[config.mk]
export PLATFORM = sky130hd
export DESIGN_NAME = kubf_ctrl
export DESIGN_NICKNAME = d
export VERILOG_FILES = /design/src/design/kubf_pkg.sv /design/src/design/kubf_ctrl.sv
export SDC_FILE = /design/constraint.sdc
export NUM_CORES = 1
export LEC_CHECK = 0
export ABC_CLOCK_PERIOD_IN_PS = 2600
export BUFFER_PORTS_ARGS = -buffer_cell sky130_fd_sc_hd__buf_2
export CAP_MARGIN = 5
export CORE_AREA = 2 2 39 41
export CTS_BUF_LIST = sky130_fd_sc_hd__clkbuf_16
export DETAILED_ROUTE_END_ITERATION = 8
export DIE_AREA = 0 0 41 43
export GPL_ROUTABILITY_DRIVEN = 0
export PLACE_DENSITY_LB_ADDON = 0.25
export SYNTH_ARGS = -nofsm -noshare
export SYNTH_HDL_FRONTEND = slang
export SYNTH_SLANG_ARGS = --single-unit
[constraint.sdc]
create_clock -name clock -period 2.6 [get_ports clock]
set_input_delay 0.52 -clock clock [delete_from_list [all_inputs] [get_ports clock]]
set_output_delay 0.52 -clock clock [all_outputs]
set_load 0.02 [all_outputs]
[src/design/kubf_pkg.sv]
// Shared types and constants of the k-mer first-occurrence bitmap filter.
package kubf_pkg;

   // operation codes of an input beat
   localparam logic OP_SYMBOL = 1'b0;
   localparam logic OP_QUERY  = 1'b1;

   // result kinds
   localparam logic KIND_NEW   = 1'b0;
   localparam logic KIND_QUERY = 1'b1;

   // register indexes
   localparam logic CSR_WORD_LENGTH = 1'b0;
   localparam logic CSR_MASK_LOWER  = 1'b1;

   localparam int CsrDataW = 4;
   localparam int KmerW    = 16;
   localparam int CountW   = 17;
   localparam int SeenW    = 4;
   localparam int EpochW   = 4;

   localparam logic [CountW-1:0] CountMax = 17'd65536;
   localparam logic [SeenW-1:0]  SeenMax  = 4'd15;
   localparam logic [EpochW-1:0] EpochMax = 4'd15;
   localparam logic [EpochW-1:0] EpochFirst = 4'd1;

   typedef enum logic [1:0] {
      ST_CLEAR,
      ST_IDLE,
      ST_LOOK
   } kubf_state_type;

   typedef struct packed {
      logic accept;
      logic sweep;
      logic finish;
   } kubf_cmd_type;

   typedef struct packed {
      logic wrap;
      logic sweep_done;
      logic out_free;
      logic emit;
   } kubf_status_type;

endpackage

[src/design/kubf_ctrl.sv]
// Controller state machine: bitmap clearing pass, beat intake and lookup sequencing.
module kubf_ctrl
   import kubf_pkg::*;
(
   input  logic            clock,
   input  logic            reset,
   input  logic            req_valid,
   output logic            req_ready,
   input  kubf_status_type status,
   output kubf_cmd_type    cmd
);

   kubf_state_type state_ff, state_in;
   logic           pend_ff, pend_in;

   always_ff @(posedge clock) begin
      if (reset) begin
         state_ff <= ST_CLEAR;
         pend_ff  <= 1'b0;
      end else begin
         state_ff <= state_in;
         pend_ff  <= pend_in;
      end
   end

   always_comb begin
      state_in   = state_ff;
      pend_in    = pend_ff;
      req_ready  = 1'b0;
      cmd.accept = 1'b0;
      cmd.sweep  = 1'b0;
      cmd.finish = 1'b0;
      unique case (state_ff)
         ST_CLEAR: begin
            cmd.sweep = 1'b1;
            if (status.sweep_done) begin
               state_in = pend_ff ? ST_LOOK : ST_IDLE;
               pend_in  = 1'b0;
            end
         end
         ST_IDLE: begin
            req_ready = 1'b1;
            if (req_valid) begin
               cmd.accept = 1'b1;
               if (status.wrap) begin
                  state_in = ST_CLEAR;
                  pend_in  = 1'b1;
               end else begin
                  state_in = ST_LOOK;
               end
            end
         end
         ST_LOOK: begin
            if (status.out_free || !status.emit) begin
               cmd.finish = 1'b1;
               state_in   = ST_IDLE;
            end
         end
         default: begin
            state_in = ST_CLEAR;
         end
      endcase
   end

endmodule

== Word level (Yosys, flattened, before mapping) ==
Cells that the tools add are included.
Storage, ports and cells
  register bits: 3
  latch bits: 0
  bits in writable memories: 0
  memory bits (read-only): 0
  output and inout bits: 4
  word-level logic and storage cells: 30
  memories kept: 0
Cells by class
  add/sub/neg operators: 0
  $mul: 0
  divide/modulo/power cells: 0
  order comparisons: 0
  equal/unequal tests: 6
  shift-type cells: 0
  mux-type cells: 16
  bitwise operators: 0
  reduce and logical (&&, ||, !) cells: 6
Operator list (number)
  2-bit two-way mux: 5
  1-bit two-way mux: 9
  2-bit inequality test (second input constant): 4
  2-bit case mux with 3 select lines: 1
  4-bit AND reduction: 1
  3-bit AND reduction: 1
  2-bit by 1-bit == test with 1-bit output (second input constant): 1
  2-bit == test (second input constant): 1
  2-bit logical NOT: 1
  1-bit case mux with 2 select lines: 1
  2-bit nonzero test: 1
  1-bit logical NOT: 1
  1-bit logical OR: 1

== Logic depth before layout (Yosys ltp) ==
  depth after elaboration: 4
  gate-level depth with buffers: 3

== Worst setup path after synthesis ==
No wires, ideal clock.
  path kind: input -> output
  start: in status[1] (netlist bit)
  end: out cmd[0] (netlist bit)
  data arrival time: 0.849 ns
  slack: 1.231 ns
  stages on the path: 3
  cell sequence: nand2b_1 nand3b_1 inv_1
RTL lines
  from (decl): line kubf_ctrl.sv:9  | input kubf_status_type status,
  to (decl): line kubf_ctrl.sv:10  | output kubf_cmd_type cmd

==> impl_summary.txt <==
----------------------------------------------------
[Layout]
  Number of diodes ... 0
  NumNets Final ... 41
  Most common library cell in the layout ignoring fill and taps ... sky130_fd_sc_hd__buf_2
  Most frequent cells in the layout ... sky130_fd_sc_hd__buf_2 (10), sky130_fd_sc_hd__clkbuf_16 (3), sky130_fd_sc_hd__dfxtp_1 (3)
  Fraction of layout instances using a drive strength above 1 ... 0.545
  Synthesis-to-layout area growth ... 83.8%
  Fill cell instance count of the final layout ... 152

[STA]
  Setup repair after global routing missed its margin ... no
  Max Clock Freq ... 0.622 GHz
  Final-layout setup total negative slack ... 0 ns
  Final clock period utilization by the worst path ... 0.619
  Fin. Hold Viols ... 0
  Pins over their slew limit ... 0
  Clock skew after layout ... 0.00128 ns
  Final number of setup-violating endpoints ... 0
  Actual slew at the worst max-slew pin ... 0.240 ns
  Worst slew margin relative to its limit ... 0.840
  Post-layout min period ... 1.61 ns
  Post-layout worst setup margin ... 0.991 ns

[Clock network]
  Deepest level of the CTS H-tree ... 1
  Clock buffers created by TritonCTS ... 3
  Clk buf depth ... 2
  Total of cells resized after clock tree synthesis ... 0
  Worst-Skew Late Latency ... 0.22 ns
  CTS tree ... built
  Clock-pin transition on the worst setup and hold timing paths ... 0.03 ns
  Clock tree root buffer cell ... sky130_fd_sc_hd__clkbuf_16
  Post-CTS setup buffer count ... 0
  Number of buffers added to fix hold violations after cts ... 0
  CTS sink cnt ... 3

[Outcome]
  Result of the run ... completed

[Synthesis]
  Count of warnings emitted by yosys ... 0
  Main area contributors after synthesis ... sky130_fd_sc_hd__dfxtp_1 (34%), sky130_fd_sc_hd__nand3b_1 (8.5%), sky130_fd_sc_hd__nor2b_4 (7.7%), sky130_fd_sc_hd__a211oi_2 (7.0%), sky130_fd_sc_hd__a31oi_1 (7.0%)
  Yosys cell types ... 13
  Count of state elements after synthesis ... 3
  Average size of a mapped cell ... 9.35 µm²
  Sequential fraction of the synthesis area ... 0.338
  Share of Yosys cell area claimed by the top area cell type ... 0.338
  Gate count of the mapped netlist ... 19
  Net count after synthesis ... 26
  Post-synthesis instance area ... 178 µm²
  Library cell occupying the most area in the post-synthesis netlist ... sky130_fd_sc_hd__dfxtp_1

[Routing]
  Drt wl/cell ... 8.65 µm
  Drt first-iter violations ... 4
  Vias per Instance ... 3.96
  Post-detailed-route count of antenna-violating nets ... 0
  Post-route DRC ... 0
  First-pass iteration count of the detailed router ... 4
  Wire length reported by the detailed router ... 424 µm
  Total via count after detailed routing ... 194

[Hold path]
  Classification of the worst-slack hold path ... reg2reg

[Floorplanning]
  Die Outline Area ... 1760 µm²
  Height of the die ... 43 µm
  Core box area ... 1380 µm²
  Top-level port count ... 11
  Starting density of the core ... 0.128
  Number of rows created at floorplan ... 14
  Width of the chip ... 41 µm

[Worst setup path]
  Worst Setup End Kind ... output pin
  Type of element launching the critical path ... flip-flop
  Worst setup path class ... reg2out
  Critical Path RT ... 2.08 ns
  Arrival time worst endpoint ... 1.09 ns
  CP max FO ... 5

[Global routing]
  Number of antenna violations at the first check in global routing ... 0
  Maximum number of pins on one net before global-route repair ... 6
  Gr usage total ... 0.0571
  Aggregate global routing overflow ... 0
  Vias in the first global route ... 179
  Wire length of the first global-routing pass ... 634 µm

[Power]
  Power per Cell Area ... 971 nW/µm²
  LEAKAGE ... 0.000150 µW
  Worst IR Drop VDD ... 0.363 mV

[Place]
  Number of buffers added on ports ... 10
  Dpl ws ... 1.02 ns
  Half-perimeter wire length after detailed placement ... 334 µm

[Flow run]
  Max-cap violations ... 0

----------------------------------------------------
==> Yosys cell counts, drive strengths merged <==
cell and instances:
and2 1, nor2 2, nor2b 1, a31oi 2, mux2 1, dfxtp 3
nand3 1, nand3b 2, inv 1, o31ai 1, nand2 1, a211oi 1
nand2b 2
==> area by class of cell <==
class | count | area, µm² | area share
multi-input cells | 15 | 114 | 0.349
clock buffers | 3 | 75.1 | 0.230
flip-flops and latches | 3 | 60.1 | 0.184
repair buffers | 10 | 50.0 | 0.153
well taps | 16 | 20.0 | 0.0613
clock inverters | 1 | 3.75 | 0.0115
inverters | 1 | 3.75 | 0.0115
==> layer usage <==
metal	vias up	part of all wire	GRT usage
li1	96	-	-
met1	88	0.34	0.0479
met2	10	0.55	0.0938
met3	0	0.11	0.0471
met4	0	0	0.0200
met5	-	0	0
==> per-stage QoR <==
stage | power [µW] | instance area (µm²) | hold WS, ns | util | std cells
3_3_place_gp | 82.1 | 248 | 0.512 | 0.179 | 45
4_1_cts | 321 | 327 | 0.519 | 0.236 | 49
6_report | 317 | 327 | 0.515 | 0.236 | 49
5_1_grt | 331 | 327 | 0.525 | 0.236 | 49
2_1_floorplan | 69.2 | 178 | 0.469 | - | 19
3_5_place_dp | 81.5 | 248 | 0.505 | 0.179 | 45
==> power breakdown <==
part           switching, µW  leakage [µW]  internal [µW]
Sequential              2.64     0.0000245           48.7
Clock                   38.4     0.0000423            198
Combinational           16.2     0.0000828           13.2
==> logic make-up after synthesis <==
group           share of synthesized area
mux                                0.0634
compound gates                      0.211
simple gates                        0.366
buf+inv                            0.0211
flops                               0.338
==> worst paths after layout <==
check / startpoint / endpoint / slack (ns) / depth (start not counted)
hold reg to reg: state_ff[0] / state_ff[1] / 0.51 / 1
setup reg to reg: state_ff[1] / state_ff[1] / 1.56 / 2
hold / removal: state_ff[0] / state_ff[1] / 0.51 / 1
setup / recovery: state_ff[0] / cmd[2] / 0.99 / 3
==> worst max-delay path: stages, from the launching register on <==
cell and delay, ns:
sky130_fd_sc_hd__dfxtp_1 0.37, sky130_fd_sc_hd__nor2b_4 0.20, sky130_fd_sc_hd__and2_2 0.15, sky130_fd_sc_hd__buf_2 0.15
==> state kept, by name (all words and copies together), names as in the netlist <==
name      flops
state_ff      2
pend_ff       1
Note: power is estimated with default switching activity, not from simulation.
